**src/fadm_pkg.sv**
```systemverilog
// Shared types, constants and register codes for the filtered arcade drive mixer.
package fadm_pkg;

  localparam int SAMPLE_BITS    = 16;
  localparam int FRAC_BITS      = SAMPLE_BITS - 1;
  localparam int WINDOW_BITS    = 5;
  localparam int DEADBAND_BITS  = FRAC_BITS;
  localparam int CFG_DATA_BITS  = (WINDOW_BITS > DEADBAND_BITS) ? WINDOW_BITS : DEADBAND_BITS;
  localparam int CFG_IDX_BITS   = 1;
  localparam int DEPTH_DEF      = 32;
  localparam int COUNT_BITS_DEF = $clog2(DEPTH_DEF + 1);
  localparam int TOTAL_BITS_DEF = SAMPLE_BITS + COUNT_BITS_DEF;

  localparam logic [WINDOW_BITS-1:0]   WINDOW_RESET   = WINDOW_BITS'(25);
  localparam logic [DEADBAND_BITS-1:0] DEADBAND_RESET = DEADBAND_BITS'(1311);

  // edge counter codes
  localparam logic [1:0] TOG_SET  = 2'd0;
  localparam logic [1:0] TOG_CLR  = 2'd2;
  localparam logic [1:0] SEL_RAW  = 2'd0;
  localparam logic [1:0] SEL_MEAN = 2'd2;

  typedef enum logic [CFG_IDX_BITS-1:0] {
    CFG_WINDOW,
    CFG_DEADBAND
  } cfg_idx_e;

  typedef enum logic [2:0] {
    ST_IDLE,
    ST_PREP,
    ST_DIV,
    ST_SQ_GO,
    ST_SQ,
    ST_MIX,
    ST_OUT
  } state_e;

  typedef struct packed {
    logic signed [SAMPLE_BITS-1:0] throttle_sample;
    logic signed [SAMPLE_BITS-1:0] turn_sample;
    logic                          solenoid_button;
    logic                          mode_button;
    logic                          enabled;
  } in_item_t;

  typedef struct packed {
    logic signed [SAMPLE_BITS-1:0] left_drive;
    logic signed [SAMPLE_BITS-1:0] right_drive;
    logic                          solenoid_on;
    logic                          drive_valid;
  } out_item_t;

endpackage

```
**src/fadm_div.sv**
```systemverilog
// Bit-serial restoring divider, one quotient bit per cycle.
module fadm_div
  import fadm_pkg::*;
#(
  parameter int NUM_W = TOTAL_BITS_DEF,
  parameter int DEN_W = COUNT_BITS_DEF
) (
  input  logic             clk_i,
  input  logic             rst_ni,
  input  logic             start_i,
  input  logic [NUM_W-1:0] num_i,
  input  logic [DEN_W-1:0] den_i,
  output logic             done_o,
  output logic [NUM_W-1:0] quo_o
);

  localparam int CNT_BITS = $clog2(NUM_W + 1);

  logic                run_q;
  logic                done_q;
  logic [CNT_BITS-1:0] cnt_q;
  logic [NUM_W-1:0]    num_q;
  logic [DEN_W-1:0]    rem_q;
  logic [DEN_W-1:0]    den_q;
  logic [DEN_W:0]      trial;
  logic [DEN_W:0]      diff;
  logic                ge;

  always_comb begin
    trial = {rem_q, num_q[NUM_W-1]};
    diff  = trial - {1'b0, den_q};
    ge    = trial >= {1'b0, den_q};
  end

  always_ff @(posedge clk_i or negedge rst_ni) begin
    if (!rst_ni) begin
      run_q  <= 1'b0;
      done_q <= 1'b0;
      cnt_q  <= '0;
    end else begin
      done_q <= 1'b0;
      if (start_i) begin
        run_q <= 1'b1;
        cnt_q <= CNT_BITS'(NUM_W);
      end else if (run_q) begin
        cnt_q <= cnt_q - 1'b1;
        if (cnt_q == CNT_BITS'(1)) begin
          run_q  <= 1'b0;
          done_q <= 1'b1;
        end
      end
    end
  end

  always_ff @(posedge clk_i) begin
    if (start_i) begin
      num_q <= num_i;
      den_q <= den_i;
      rem_q <= '0;
    end else if (run_q) begin
      num_q <= {num_q[NUM_W-2:0], ge};
      rem_q <= ge ? diff[DEN_W-1:0] : trial[DEN_W-1:0];
    end
  end

  assign done_o = done_q;
  assign quo_o  = num_q;

endmodule

```
**src/fadm_sq.sv**
```systemverilog
// Bit-serial squarer of a magnitude, with round-half-up rescale to Q1.15.
module fadm_sq
  import fadm_pkg::*;
(
  input  logic                   clk_i,
  input  logic                   rst_ni,
  input  logic                   start_i,
  input  logic [SAMPLE_BITS-1:0] mag_i,
  output logic                   done_o,
  output logic [SAMPLE_BITS-1:0] res_o
);

  localparam int CNT_BITS = $clog2(SAMPLE_BITS + 1);
  localparam int PROD_W   = 2 * SAMPLE_BITS;
  localparam logic [PROD_W-1:0] HALF = PROD_W'(1) << (FRAC_BITS - 1);

  logic                   run_q;
  logic                   rnd_q;
  logic                   done_q;
  logic [CNT_BITS-1:0]    cnt_q;
  logic [SAMPLE_BITS-1:0] hi_q;
  logic [SAMPLE_BITS-1:0] lo_q;
  logic [SAMPLE_BITS-1:0] mc_q;
  logic [SAMPLE_BITS-1:0] res_q;
  logic [SAMPLE_BITS:0]   psum;
  logic [PROD_W-1:0]      rsum;

  always_comb begin
    psum = {1'b0, hi_q} + (lo_q[0] ? {1'b0, mc_q} : '0);
    rsum = {hi_q, lo_q} + HALF;
  end

  always_ff @(posedge clk_i or negedge rst_ni) begin
    if (!rst_ni) begin
      run_q  <= 1'b0;
      rnd_q  <= 1'b0;
      done_q <= 1'b0;
      cnt_q  <= '0;
    end else begin
      done_q <= 1'b0;
      rnd_q  <= 1'b0;
      if (start_i) begin
        run_q <= 1'b1;
        cnt_q <= CNT_BITS'(SAMPLE_BITS);
      end else if (run_q) begin
        cnt_q <= cnt_q - 1'b1;
        if (cnt_q == CNT_BITS'(1)) begin
          run_q <= 1'b0;
          rnd_q <= 1'b1;
        end
      end else if (rnd_q) begin
        done_q <= 1'b1;
      end
    end
  end

  always_ff @(posedge clk_i) begin
    if (start_i) begin
      mc_q <= mag_i;
      lo_q <= mag_i;
      hi_q <= '0;
    end else if (run_q) begin
      hi_q <= psum[SAMPLE_BITS:1];
      lo_q <= {psum[0], lo_q[SAMPLE_BITS-1:1]};
    end
    if (rnd_q) begin
      res_q <= rsum[FRAC_BITS +: SAMPLE_BITS];
    end
  end

  assign done_o = done_q;
  assign res_o  = res_q;

endmodule

```
**src/filtered_arcade_drive_mixer.sv**
```systemverilog
// Top level: button edge logic, throttle history and mean, squaring and drive mixing.
//
//   channel  | handshake                | payload
//   ---------+--------------------------+-----------
//   input    | in_valid_i / in_stall_o  | in_item_i
//   output   | out_valid_o / out_stall_i| out_item_o
//   config   | cfg_we_i                 | cfg_idx_i, cfg_data_i
//
// One item at a time. An enabled item runs through the two bit-serial squarers; with the
// averaged throttle the one-bit-per-cycle serial divider runs first, one quotient bit per dividend bit.
// Reset clears counters and history fill and restores default settings; history words
// are only read once written.
// The next item can be accepted the cycle after the result loads, even while that result waits on a stall.
module filtered_arcade_drive_mixer
  import fadm_pkg::*;
#(
  parameter int HISTORY_DEPTH = DEPTH_DEF
) (
  input  logic                     clk_i,
  input  logic                     rst_ni,
  input  logic                     in_valid_i,
  output logic                     in_stall_o,
  input  in_item_t                 in_item_i,
  output logic                     out_valid_o,
  input  logic                     out_stall_i,
  output out_item_t                out_item_o,
  input  logic                     cfg_we_i,
  input  logic [CFG_IDX_BITS-1:0]  cfg_idx_i,
  input  logic [CFG_DATA_BITS-1:0] cfg_data_i
);

  localparam int ADDR_W = $clog2(HISTORY_DEPTH);
  localparam int CNT_W  = $clog2(HISTORY_DEPTH + 1);
  localparam int TOT_W  = SAMPLE_BITS + CNT_W;
  localparam int CMP_W  = (CNT_W > WINDOW_BITS) ? CNT_W : WINDOW_BITS;
  localparam int OW     = CNT_W + 1;
  localparam int MW     = SAMPLE_BITS + 2;
  localparam logic signed [MW-1:0] FS_M  = MW'((1 << FRAC_BITS) - 1);
  localparam logic signed [MW-1:0] NFS_M = -FS_M;
  localparam logic [FRAC_BITS-1:0] FS_MAG = FRAC_BITS'((1 << FRAC_BITS) - 1);

  function automatic logic signed [SAMPLE_BITS-1:0] clamp_fn(input logic signed [MW-1:0] v);
    logic signed [MW-1:0] r;
    r = v;
    if (v > FS_M) r = FS_M;
    else if (v < NFS_M) r = NFS_M;
    return $signed(r[SAMPLE_BITS-1:0]);
  endfunction

  state_e state_q, state_d;

  logic [WINDOW_BITS-1:0]   window_q;
  logic [DEADBAND_BITS-1:0] deadband_q;

  logic [CNT_W-1:0]        fill_q;
  logic [ADDR_W-1:0]       wslot_q;
  logic signed [TOT_W-1:0] total_q;
  logic [1:0]              tog_cnt_q, sel_cnt_q;
  logic                    tog_prev_q, sel_prev_q, valve_q;
  logic                    ev_q, mean_q, out_valid_q;

  logic [CNT_W-1:0]       n_q;
  logic [FRAC_BITS-1:0]   am_q;
  logic                   a_neg_q;
  logic [SAMPLE_BITS-1:0] pm_q;
  logic                   p_neg_q;
  logic signed [MW-1:0]   left_q, right_q;
  logic                   dv_q;
  logic [SAMPLE_BITS-1:0] rd_q;
  out_item_t              out_q;

  logic [SAMPLE_BITS-1:0] hist_mem [HISTORY_DEPTH];

  logic in_acc, out_free, div_start, sq_start, out_load;

  // accept-time terms
  logic                   tog_chg, sel_chg;
  logic [1:0]             tog_cnt_n, sel_cnt_n;
  logic                   valve_n;
  logic [SAMPLE_BITS-1:0] turn_u, turn_abs, smp_u, smp_abs;
  logic                   turn_min;
  logic [FRAC_BITS-1:0]   ang_mag;
  logic [CMP_W-1:0]       win_ext, win_lim, win_eff;
  logic [CNT_W-1:0]       n_n;
  logic                   ev_n;
  logic [ADDR_W-1:0]      wslot_n;

  logic [OW-1:0]          ws_e, n_e, old_full;
  logic [ADDR_W-1:0]      old_addr;
  logic [TOT_W-1:0]       tot_abs;

  logic                   div_done;
  logic [TOT_W-1:0]       div_quo;
  logic                   sq_p_done, sq_a_done;
  logic [SAMPLE_BITS-1:0] sq_p_res, sq_a_res;

  logic signed [MW-1:0]   tv, av, nav, sum_ta, dif_ta, mix_l, mix_r;

  assign in_acc   = in_valid_i && !in_stall_o;
  assign out_free = !out_valid_q || !out_stall_i;

  // accept-time decode
  always_comb begin
    tog_chg   = in_item_i.solenoid_button != tog_prev_q;
    sel_chg   = in_item_i.mode_button != sel_prev_q;
    tog_cnt_n = tog_cnt_q + {1'b0, tog_chg};
    sel_cnt_n = sel_cnt_q + {1'b0, sel_chg};
    if (tog_cnt_n == TOG_SET) valve_n = 1'b1;
    else if (tog_cnt_n == TOG_CLR) valve_n = 1'b0;
    else valve_n = valve_q;

    turn_u   = in_item_i.turn_sample;
    turn_abs = turn_u[SAMPLE_BITS-1] ? (SAMPLE_BITS'(0) - turn_u) : turn_u;
    turn_min = turn_u == {1'b1, {FRAC_BITS{1'b0}}};
    ang_mag  = turn_min ? FS_MAG : turn_abs[FRAC_BITS-1:0];

    smp_u   = in_item_i.throttle_sample;
    smp_abs = smp_u[SAMPLE_BITS-1] ? (SAMPLE_BITS'(0) - smp_u) : smp_u;

    win_ext = CMP_W'(window_q);
    win_lim = CMP_W'(HISTORY_DEPTH - 1);
    win_eff = (win_ext > win_lim) ? win_lim : win_ext;
    n_n     = fill_q + CNT_W'(1);
    ev_n    = CMP_W'(n_n) > win_eff;
    wslot_n = (wslot_q == ADDR_W'(HISTORY_DEPTH - 1)) ? '0 : wslot_q + ADDR_W'(1);

    ws_e     = OW'(wslot_q);
    n_e      = OW'(n_q);
    old_full = (ws_e >= n_e) ? (ws_e - n_e) : (ws_e + OW'(HISTORY_DEPTH) - n_e);
    old_addr = old_full[ADDR_W-1:0];

    tot_abs = total_q[TOT_W-1] ? (TOT_W'(0) - TOT_W'(total_q)) : TOT_W'(total_q);
  end

  // mixing of signed squares
  always_comb begin
    tv     = $signed({2'b00, sq_p_res});
    av     = $signed({2'b00, sq_a_res});
    if (p_neg_q) tv = -tv;
    if (a_neg_q) av = -av;
    nav    = -av;
    sum_ta = tv + av;
    dif_ta = tv - av;
    if (sq_a_res == '0) begin
      mix_l = tv;
      mix_r = tv;
    end else if (tv > 0) begin
      if (av < 0) begin
        mix_l = av;
        mix_r = dif_ta;
      end else begin
        mix_l = sum_ta;
        mix_r = nav;
      end
    end else begin
      if (av > 0) begin
        mix_l = (tv > nav) ? tv : nav;
        mix_r = sum_ta;
      end else begin
        mix_l = dif_ta;
        mix_r = (tv > av) ? tv : av;
      end
    end
  end

  // next state
  always_comb begin
    state_d = state_q;
    unique case (state_q)
      ST_IDLE: begin
        if (in_acc) state_d = in_item_i.enabled ? ST_PREP : ST_OUT;
      end
      ST_PREP:  state_d = ST_DIV;
      ST_DIV: begin
        if (!mean_q || div_done) state_d = ST_SQ_GO;
      end
      ST_SQ_GO: state_d = ST_SQ;
      ST_SQ: begin
        if (sq_p_done) state_d = ST_MIX;
      end
      ST_MIX:   state_d = ST_OUT;
      ST_OUT: begin
        if (out_free) state_d = ST_IDLE;
      end
      default:  state_d = ST_IDLE;
    endcase
  end

  // control outputs
  always_comb begin
    in_stall_o = 1'b1;
    div_start  = 1'b0;
    sq_start   = 1'b0;
    out_load   = 1'b0;
    unique case (state_q)
      ST_IDLE:  in_stall_o = 1'b0;
      ST_PREP:  div_start  = mean_q;
      ST_SQ_GO: sq_start   = 1'b1;
      ST_OUT:   out_load   = out_free;
      default: ;
    endcase
  end

  always_ff @(posedge clk_i or negedge rst_ni) begin
    if (!rst_ni) begin
      state_q     <= ST_IDLE;
      window_q    <= WINDOW_RESET;
      deadband_q  <= DEADBAND_RESET;
      fill_q      <= '0;
      wslot_q     <= '0;
      total_q     <= '0;
      tog_cnt_q   <= '0;
      sel_cnt_q   <= '0;
      tog_prev_q  <= 1'b0;
      sel_prev_q  <= 1'b0;
      valve_q     <= 1'b0;
      ev_q        <= 1'b0;
      mean_q      <= 1'b0;
      out_valid_q <= 1'b0;
    end else begin
      state_q <= state_d;

      if (cfg_we_i) begin
        unique case (cfg_idx_e'(cfg_idx_i))
          CFG_WINDOW:   window_q   <= cfg_data_i[WINDOW_BITS-1:0];
          CFG_DEADBAND: deadband_q <= cfg_data_i[DEADBAND_BITS-1:0];
        endcase
      end

      if (in_acc) begin
        if (in_item_i.enabled) begin
          tog_cnt_q  <= tog_cnt_n;
          sel_cnt_q  <= sel_cnt_n;
          tog_prev_q <= in_item_i.solenoid_button;
          sel_prev_q <= in_item_i.mode_button;
          valve_q    <= valve_n;
          wslot_q    <= wslot_n;
          total_q    <= total_q + TOT_W'(in_item_i.throttle_sample);
          fill_q     <= ev_n ? (n_n - CNT_W'(1)) : n_n;
          ev_q       <= ev_n;
          mean_q     <= sel_cnt_n == SEL_MEAN;
        end else begin
          fill_q  <= '0;
          wslot_q <= '0;
          total_q <= '0;
          ev_q    <= 1'b0;
          mean_q  <= 1'b0;
        end
      end else if (state_q == ST_DIV && ev_q) begin
        // drop the oldest sample; in mean mode the divider already holds the full sum
        total_q <= total_q - TOT_W'($signed(rd_q));
        ev_q    <= 1'b0;
      end

      if (out_load) out_valid_q <= 1'b1;
      else if (!out_stall_i) out_valid_q <= 1'b0;
    end
  end

  always_ff @(posedge clk_i) begin
    if (in_acc && in_item_i.enabled) begin
      hist_mem[wslot_q] <= in_item_i.throttle_sample;
    end
    if (state_q == ST_PREP) begin
      rd_q <= hist_mem[old_addr];
    end
  end

  always_ff @(posedge clk_i) begin
    if (in_acc) begin
      n_q     <= n_n;
      am_q    <= (ang_mag >= deadband_q) ? ang_mag : '0;
      a_neg_q <= !turn_u[SAMPLE_BITS-1];
      dv_q    <= in_item_i.enabled;
      left_q  <= '0;
      right_q <= '0;
      if (sel_cnt_n == SEL_RAW) begin
        pm_q    <= smp_abs;
        p_neg_q <= smp_u[SAMPLE_BITS-1];
      end else begin
        pm_q    <= '0;
        p_neg_q <= 1'b0;
      end
    end
    if (state_q == ST_PREP && mean_q) begin
      p_neg_q <= total_q[TOT_W-1];
    end
    if (state_q == ST_DIV && mean_q && div_done) begin
      pm_q <= div_quo[SAMPLE_BITS-1:0];
    end
    if (state_q == ST_MIX) begin
      left_q  <= mix_l;
      right_q <= mix_r;
    end
    if (out_load) begin
      out_q.left_drive  <= clamp_fn(left_q);
      out_q.right_drive <= clamp_fn(-right_q);
      out_q.solenoid_on <= valve_q;
      out_q.drive_valid <= dv_q;
    end
  end

  fadm_div #(
    .NUM_W (TOT_W),
    .DEN_W (CNT_W)
  ) u_div (
    .clk_i   (clk_i),
    .rst_ni  (rst_ni),
    .start_i (div_start),
    .num_i   (tot_abs),
    .den_i   (n_q),
    .done_o  (div_done),
    .quo_o   (div_quo)
  );

  fadm_sq u_sq_p (
    .clk_i   (clk_i),
    .rst_ni  (rst_ni),
    .start_i (sq_start),
    .mag_i   (pm_q),
    .done_o  (sq_p_done),
    .res_o   (sq_p_res)
  );

  fadm_sq u_sq_a (
    .clk_i   (clk_i),
    .rst_ni  (rst_ni),
    .start_i (sq_start),
    .mag_i   ({1'b0, am_q}),
    .done_o  (sq_a_done),
    .res_o   (sq_a_res)
  );

  assign out_valid_o = out_valid_q;
  assign out_item_o  = out_q;

`ifndef SYNTHESIS
  a_sq_lockstep: assert property (@(posedge clk_i) disable iff (!rst_ni)
    sq_p_done == sq_a_done)
    else $error("squarers out of step");

  a_busy_after_accept: assert property (@(posedge clk_i) disable iff (!rst_ni)
    in_acc |=> in_stall_o)
    else $error("item accepted while previous item in progress");

  a_fill_bound: assert property (@(posedge clk_i) disable iff (!rst_ni)
    fill_q <= CNT_W'(HISTORY_DEPTH - 1))
    else $error("history fill beyond ring");

  a_div_in_state: assert property (@(posedge clk_i) disable iff (!rst_ni)
    div_done |-> state_q == ST_DIV)
    else $error("divider finished outside divide state");
`endif

endmodule

```
**config.mk**
```make
export PLATFORM = sky130hd
export DESIGN_NAME = filtered_arcade_drive_mixer
export DESIGN_NICKNAME = d
export VERILOG_FILES = /design/src/fadm_pkg.sv /design/src/fadm_div.sv /design/src/fadm_sq.sv /design/src/filtered_arcade_drive_mixer.sv
export SDC_FILE = /design/constraint.sdc
export NUM_CORES = 1
export LEC_CHECK = 0
export BUFFER_PORTS_ARGS = -buffer_cell sky130_fd_sc_hd__clkbuf_2
export CORE_MARGIN = 3
export CORE_UTILIZATION = 35
export CTS_CLUSTER_DIAMETER = 40
export DETAILED_ROUTE_END_ITERATION = 6
export RECOVER_POWER = 25
export SKIP_LAST_GASP = 1
export SYNTH_ARGS = -nofsm -noshare
export SYNTH_HDL_FRONTEND = slang
export SYNTH_SLANG_ARGS = --single-unit
export TNS_END_PERCENT = 1
```
**constraint.sdc**
```tcl
create_clock -name clk_i -period 14.8 [get_ports clk_i]
set_input_delay 0.74 -clock clk_i [delete_from_list [all_inputs] [get_ports clk_i]]
set_output_delay 0.74 -clock clk_i [all_outputs]
set_load 0.01 [all_outputs]
```
# [Word-level counts from Yosys, hierarchy flattened]
# Memory sizes are Yosys's and may differ from the RTL's. A register that Yosys moved wholly into a read port is not among the register bits.
# Index checks and enable logic that the tools add are counted.
[classes] n_addsub=27 magnitude_cmp=13 eq_ne=20 n_mux=91 bitwise=1 reduce_logical=31
[op_table] cell="$mux W18" count=15
[op_table] cell="$mux W16" count=9
[op_table] cell="$mux W22" count=6
[op_table] cell="$mux W15" count=5
[op_table] cell="$add A31 B15 Y31 const B" count=2
[op_table] cell="$mux W5" count=9
[op_table] cell="$mux W1" count=38
[op_table] cell="$gt A18 B1 Y1 const B" count=2
[op_table] cell="$gt A18 B16 Y1 const B" count=2
[op_table] cell="$gt A18 B18 Y1" count=2
[op_table] cell="$lt A18 B16 Y1 const B" count=2
[op_table] cell="$neg A16 Y18" count=2
[op_table] cell="$neg A18 Y18" count=2
[op_table] cell="$add A22 B16 Y22" count=1
[op_table] cell="$sub A1 B22 Y22 const A" count=1
[op_table] cell="$sub A22 B16 Y22" count=1
[op_table] cell="$pmux W3 S7" count=1
[op_table] cell="$add A18 B18 Y18" count=1
[op_table] cell="$lt A18 B1 Y1 const B" count=1
[op_table] cell="$mux W6" count=3
[op_table] cell="$sub A18 B18 Y18" count=1
[op_table] cell="$add A16 B15 Y17" count=1
[op_table] cell="$add A16 B16 Y17" count=1
[op_table] cell="$eq A16 B16 Y1 const B" count=1
[op_table] cell="35 further kinds" count=74
[word_totals] ff_bits=359 ram_bits=512 in_bits=56 output_inout_bits=36 word_cells=234 memories=1
[memory_table] memory="hist_mem" words=32 word_bits=16 rd=1 rd_ports_with_merged_regs=1 write_ports=1 line_no="filtered_arcade_drive_mixer.sv:72" rtl="logic [SAMPLE_BITS-1:0] hist_mem [HISTORY_DEPTH];"

# [Logic depth before layout (Yosys ltp)]
[logic_depth] ltp_word=9 mapped_depth=23 ltp_nobuf=20

# [Cells and area by module]
# Synthesis repeated with hierarchy kept, for this count alone.
[hier_totals] cells_unflattened=3546 hier_area_um2=45922.8
[modules_own_cells] mod="filtered_arcade_drive_mixer" instances=1 cells_per_inst=2748 area_per_inst_um2=36388.6 seq_area_each_um2=20822.5
[modules_own_cells] mod="fadm_sq" instances=2 cells_per_inst=320 area_per_inst_um2=3756.1 seq_area_each_um2=1961.9
[modules_own_cells] mod="fadm_div" instances=1 cells_per_inst=158 area_per_inst_um2=2021.9 seq_area_each_um2=1136.1

# [Worst setup path before layout]
# OpenSTA, ideal clock, no wires.
[synth_timing] path_kind="register to register" start="register u_sq_a.res_q[0], in the netlist u_sq_a.res_o[0]" end="register left_q[8] (data pin)" setup_time_ns=0.254 t_arrival_ns=4.875 required_ns=14.546 slack_ns=9.670 stages_incl_launch_ff=21 path_buffers=3 period_less_slack_ns=5.130 path_cell_list="edfxtp_1 -> inv_1 -> ha_1 -> clkbuf_1 -> or4_4 -> a311oi_4 -> o211ai_2 -> or4_4 -> xnor2_1 -> ha_1 -> nand4_1 -> or4_1 -> nor3_1 -> a21oi_1 -> nand2_1 -> buf_2 -> clkbuf_1 -> nand2_1 -> o211ai_1 -> a21oi_1 -> o21a_1"
[synth_between] elab_chain_len=9 elab_cells_between_ends=15 cone_classes="add/sub (4); order compare (3); mux (7); reduce/logical (1)"
[synth_rtl] item="start, declared" line_no="fadm_sq.sv:24" rtl="logic [SAMPLE_BITS-1:0] res_q;"
[synth_rtl] item="start signal, assigned" line_no="fadm_sq.sv:67" rtl="res_q <= rsum[FRAC_BITS +: SAMPLE_BITS];"
[synth_rtl] item="$neg A16 Y18" line_no="filtered_arcade_drive_mixer.sv:140" rtl="if (a_neg_q) av = -av;"
[synth_rtl] item="$mux W18" line_no="filtered_arcade_drive_mixer.sv:140"
[synth_rtl] item="$neg A18 Y18" line_no="filtered_arcade_drive_mixer.sv:141" rtl="nav = -av;"
[synth_rtl] item="$gt A18 B18 Y1" line_no="filtered_arcade_drive_mixer.sv:157" rtl="mix_l = (tv > nav) ? tv : nav;"
[synth_rtl] item="$mux W18" line_no="filtered_arcade_drive_mixer.sv:157"
[synth_rtl] item="$mux W18" line_no="filtered_arcade_drive_mixer.sv:156" rtl="if (av > 0) begin"
[synth_rtl] item="$mux W18" line_no="filtered_arcade_drive_mixer.sv:147" rtl="end else if (tv > 0) begin"
[synth_rtl] item="$mux W18 (*)" line_no="filtered_arcade_drive_mixer.sv:144" rtl="if (sq_a_res == '0) begin"
[synth_rtl] item="$mux W18 (*)" line_no="filtered_arcade_drive_mixer.sv:291" rtl="if (state_q == ST_MIX) begin"
[synth_rtl] item="end signal, assigned" line_no="filtered_arcade_drive_mixer.sv:292" rtl="left_q <= mix_l;"
[synth_rtl] item="end, declared" line_no="filtered_arcade_drive_mixer.sv:67" rtl="logic signed [MW-1:0] left_q, right_q;"
# Mark *: on every way between the ends. The rest lies on a longest branch, timed or not.
# A chain may end at the register's enable or synchronous reset.

# [Final worst setup path]
[layout_timing] start="register a_neg_q" end="register left_q[3] (data pin)"
[layout_between] elab_chain_len=8 elab_cells_between_ends=13 cone_classes="add/sub (3); order compare (3); mux (7)"
[layout_rtl] item="start, declared" line_no="filtered_arcade_drive_mixer.sv:64" rtl="logic a_neg_q;"
[layout_rtl] item="start signal, assigned" line_no="filtered_arcade_drive_mixer.sv:273" rtl="a_neg_q <= !turn_u[SAMPLE_BITS-1];"
[layout_rtl] item="$mux W18 (*)" line_no="filtered_arcade_drive_mixer.sv:140"
[layout_rtl] item="$neg A18 Y18" line_no="filtered_arcade_drive_mixer.sv:141"
[layout_rtl] item="$gt A18 B18 Y1" line_no="filtered_arcade_drive_mixer.sv:157"
[layout_rtl] item="$mux W18" line_no="filtered_arcade_drive_mixer.sv:157"
[layout_rtl] item="$mux W18" line_no="filtered_arcade_drive_mixer.sv:156"
[layout_rtl] item="$mux W18 (*)" line_no="filtered_arcade_drive_mixer.sv:147"
[layout_rtl] item="$mux W18 (*)" line_no="filtered_arcade_drive_mixer.sv:144"
[layout_rtl] item="$mux W18 (*)" line_no="filtered_arcade_drive_mixer.sv:291"
# Marked as above.

==> results.md <==
- Pin count of the biggest net entering global routing: 74
- HPWL after DPL: 74,900 um
- FP Rows: 131
- Max Cap Viol: 13
- CP cell instances: clkinv_1 > mux2_2 > a311oi_4 > o2111ai_1 > nor4_1 > xnor2_1 > inv_1 > ha_1 > nand4_1 > or4_1 > nor3_1 > a21oi_1 > nand2_1 > buf_4 > mux2_2 > o211ai_1 > a31oi_1 > nor2_1
- Die area: 134,000 um2
- Worst setup EP type: flop
- Hold Worst Slack: 0.227 ns
- Final hold vios: 0
- Chip width: 366 um
- Clk Latency, worst-skew pair: 0.76 ns
- Worst r2r src: a_neg_q$_DFFE_PP_
- Chip height: 366 um
- Syn Std Cell Area: 45,300 um2
- Starting Density: 35.4%
- Fin Clk Skew: 0.0770 ns
- R2R Setup Slk: 8.88 ns
- Synthesized net count: 3,789
- HP Class: input pin to flop
- WL per Instance: 20.3 um
- Worst setup startpoint: a_neg_q$_DFFE_PP_
- Number of enable flip-flop cells after synthesis: 760
- Status: finished, violations left
- Final Wtd Congestion: 0.911
- Post-Route WL: 113,000 um
- Core area: 128,000 um2
- WS Path Type: flop to flop
- FMAX: 169 MHz
- YS warnings: 0
- Ys async rst share: 9.92%
- End of the worst register-to-register path: left_q[3]$_SDFFCE_PN0P_
- DR iter-0 viols: 2,327
- First drt pass iteration count: 5
- Filler cell count: 11,800
- Vias: 29,000
- Worst IR Drop VDD: 0.191 mV
- Most used cell, CP: mux2_2
- Reg clk slew, reported paths: 0.05 ns
- Worst EP required: 15.39 ns
- Area delta synth->final: 16.1%
- Slew @ Worst Pin: 1.93 ns
- Residual DRC: 0
- Number of synthesized register bits: 887
- Critical Path Source Type: flop
- IO Count: 92
- Rel. slew slack: -28.8%
- Failing checks: max-capacitance violations, max-slew violations
- Synth Flop Type: edfxtp_1
- Worst path slowest cell: edfxtp_1
- Post-Synthesis Cells: 3,548
- Reg2reg path depth: 18
- Post-synthesis sequential area ratio: 57.0%
- RSZ-0062 raised after global routing: false
- TNS Setup: 0 ns
- Via density: 5.23
- Hold buffers post-CTS: 1
- Critical path arrival: 6.52 ns
- Antenna Violating Nets Remaining: 0
- Overflow after GRT: 0
- Initial antenna violation count: 1
- Tcrit/Tclk final: 40.0%
- Clk buf depth: 3
- Post-CTS sizing: 0
- CTS buffer count: 132
- Root buffer cell: clkbuf_16
- Slowest stage delay, CP: 0.95 ns
- Post-CTS Setup Bufs: 0
- Yosys cell types: 103
- Post-route minimum period: 5.92 ns
- Max Fanout on Critical Path: 30
- PortBufs: 91
- Critical path endpoint: left_q[3]$_SDFFCE_PN0P_
- Final net count: 3,941
- Pwr/cell area: 215 nW/um2
- Vias in the first global route: 29,100
- Placed instance area: 48,000 um2
- Syn_area_per_cell: 12.8 um2
- GRT Total Usage: 17.0%
- Final count of negative-setup-slack endpoints: 0
- First-pass GRT wire length: 174,000 um
- Count of final max-slew check failures: 481
- H-tree levels: 4
- Leak: 19.2 nW
- Sink Count: 887
- Fraction of layout cells with a size suffix above 1: 18.3%
- Final instance area: 52,500 um2
- CTS tree: built
-- cells in the mapped netlist (all sizes together), types with 43 or more instances --
cell / instances / area [um2]
xnor2: 148 / 1300
mux4: 161 / 3630
inv: 142 / 533
a21oi: 144 / 721
xor2: 95 / 840
clkbuf: 134 / 503
a21o: 54 / 405
nor3: 65 / 330
ha: 177 / 2210
o21ai: 167 / 836
nand3: 63 / 320
nor2: 256 / 966
mux2: 43 / 484
nand2: 377 / 1420
edfxtp: 760 / 22800
mux2i: 44 / 440
dfrtp: 78 / 1950
-- how the worst min path moves through the flow --
stage / from / to / slack (ns) / cells after the start
global placement: n_q[5]$_DFFE_PP_ / u_div.den_q[5]$_DFFE_PP_ / 0.41 / 0
finish: cfg_data_i[11] / deadband_q[11]$_DFFE_PN0P_ / 0.23 / 2
detailed placement: dv_q$_DFFE_PP_ / out_item_o[0]$_DFFE_PP_ / 0.41 / 0
global route: cfg_data_i[10] / deadband_q[10]$_DFFE_PN1P_ / 0.19 / 2
floorplan: dv_q$_DFFE_PP_ / out_item_o[0]$_DFFE_PP_ / 0.40 / 0
CTS: cfg_data_i[10] / deadband_q[10]$_DFFE_PN1P_ / 0.17 / 2
-- report_power, final --
group	total, W	switching (W)	internal (W)
registers	0.00358	0.000355	0.00322
logic	0.00460	0.00256	0.00204
clock network	0.00311	0.00126	0.00185
total	0.0113	0.00417	0.00712
-- worst max-delay path, delay by kind of cell, from the launching register on --
family	cells	cell delay [ns]
AOI/OAI and AO/OA	5	0.99
muxes	2	0.80
buffers and inverters	3	0.98
xor gates and xnor gates	1	0.25
adders and majority gates	1	0.32
DFF	1	0.95
and+or+nand+nor	6	1.48
-- logic make-up after synthesis --
| kind of cell | after synthesis | synth area share [%] |
|---|---|---|
| xor+xnor | 243 | 4.73 |
| mux | 248 | 10.1 |
| simple gates | 1041 | 10.9 |
| fa+ha+maj | 185 | 5.25 |
| buf+inv | 305 | 2.62 |
| compound gates | 639 | 9.40 |
| flops | 887 | 57.0 |
-- flip-flops by register name, indices dropped and copies added, names as in the netlist, 15 cells and up --
register and count:
hist_mem 512, out_item_o 34, total_q 22, u_div.quo_o 22, left_q 18, right_q 18
pm_q 16, rd_q 16, u_sq_a.hi_q 16, u_sq_a.lo_q 16, u_sq_a.res_o 16, u_sq_p.hi_q 16
u_sq_p.lo_q 16, u_sq_p.mc_q 16, u_sq_p.res_o 16, am_q 15, deadband_q 15, u_sq_a.mc_q 15
-- layout by cell type (no fill, tap or decap), drive strengths merged, types with 12 or more instances in the layout --
master	synthesis	layout
clkinv	3	55
o21a	20	20
mux4	161	161
a2111oi	13	13
or3	40	40
nand2b	32	32
o21ai	167	167
clkinvlp	0	17
nor4	26	26
nor3	65	65
dfxtp	39	39
a21o	54	54
a21oi	144	144
o211ai	23	23
or2	13	13
mux2	43	43
a211o	12	12
buf	26	73
o31ai	31	31
dfrtp	78	78
xor2	95	95
or4	18	18
nand4	18	18
nand3	63	63
nand3b	14	14
ha	177	177
and2	39	39
a211oi	31	31
inv	142	161
nand2	377	377
mux2i	44	44
and3	25	25
nor2	256	256
edfxtp	760	760
clkbuf	134	251
xnor2	148	148
a31oi	33	33
nor2b	29	29
-- metrics by stage --
stage	instances	setup slack [ns]	power [W]	utilization [%]
finish	5539	8.88	0.0113	41.0
global route	5538	8.31	0.0120	41.0
CTS	5538	8.94	0.0114	41.1
detailed placement	5294	8.94	0.00825	37.5
global placement	5294	9.07	0.00820	37.5
floorplan	3548	9.67	0.00691	-
-- layout make-up --
type	instances	area (um2)	area share, %
antenna	1	2.50	0.00476
clock buffer	147	3400	6.47
clock inverter	96	1140	2.18
inverter	145	547	1.04
multi-input combinational	2356	18400	35.0
sequential	887	25800	49.1
tap	1729	2160	4.12
timing repair buffer	178	1060	2.02
-- per-layer routing --
metal | wire, um | global-route usage, % | up-vias
met5 | 0 | 0 | -
met4 | 3910 | 6.46 | 0
met3 | 6070 | 3.19 | 220
met2 | 56700 | 29.7 | 803
met1 | 45900 | 20.8 | 14300
li1 | - | - | 13700
No activity file was read; power rests on OpenSTA's default activity.
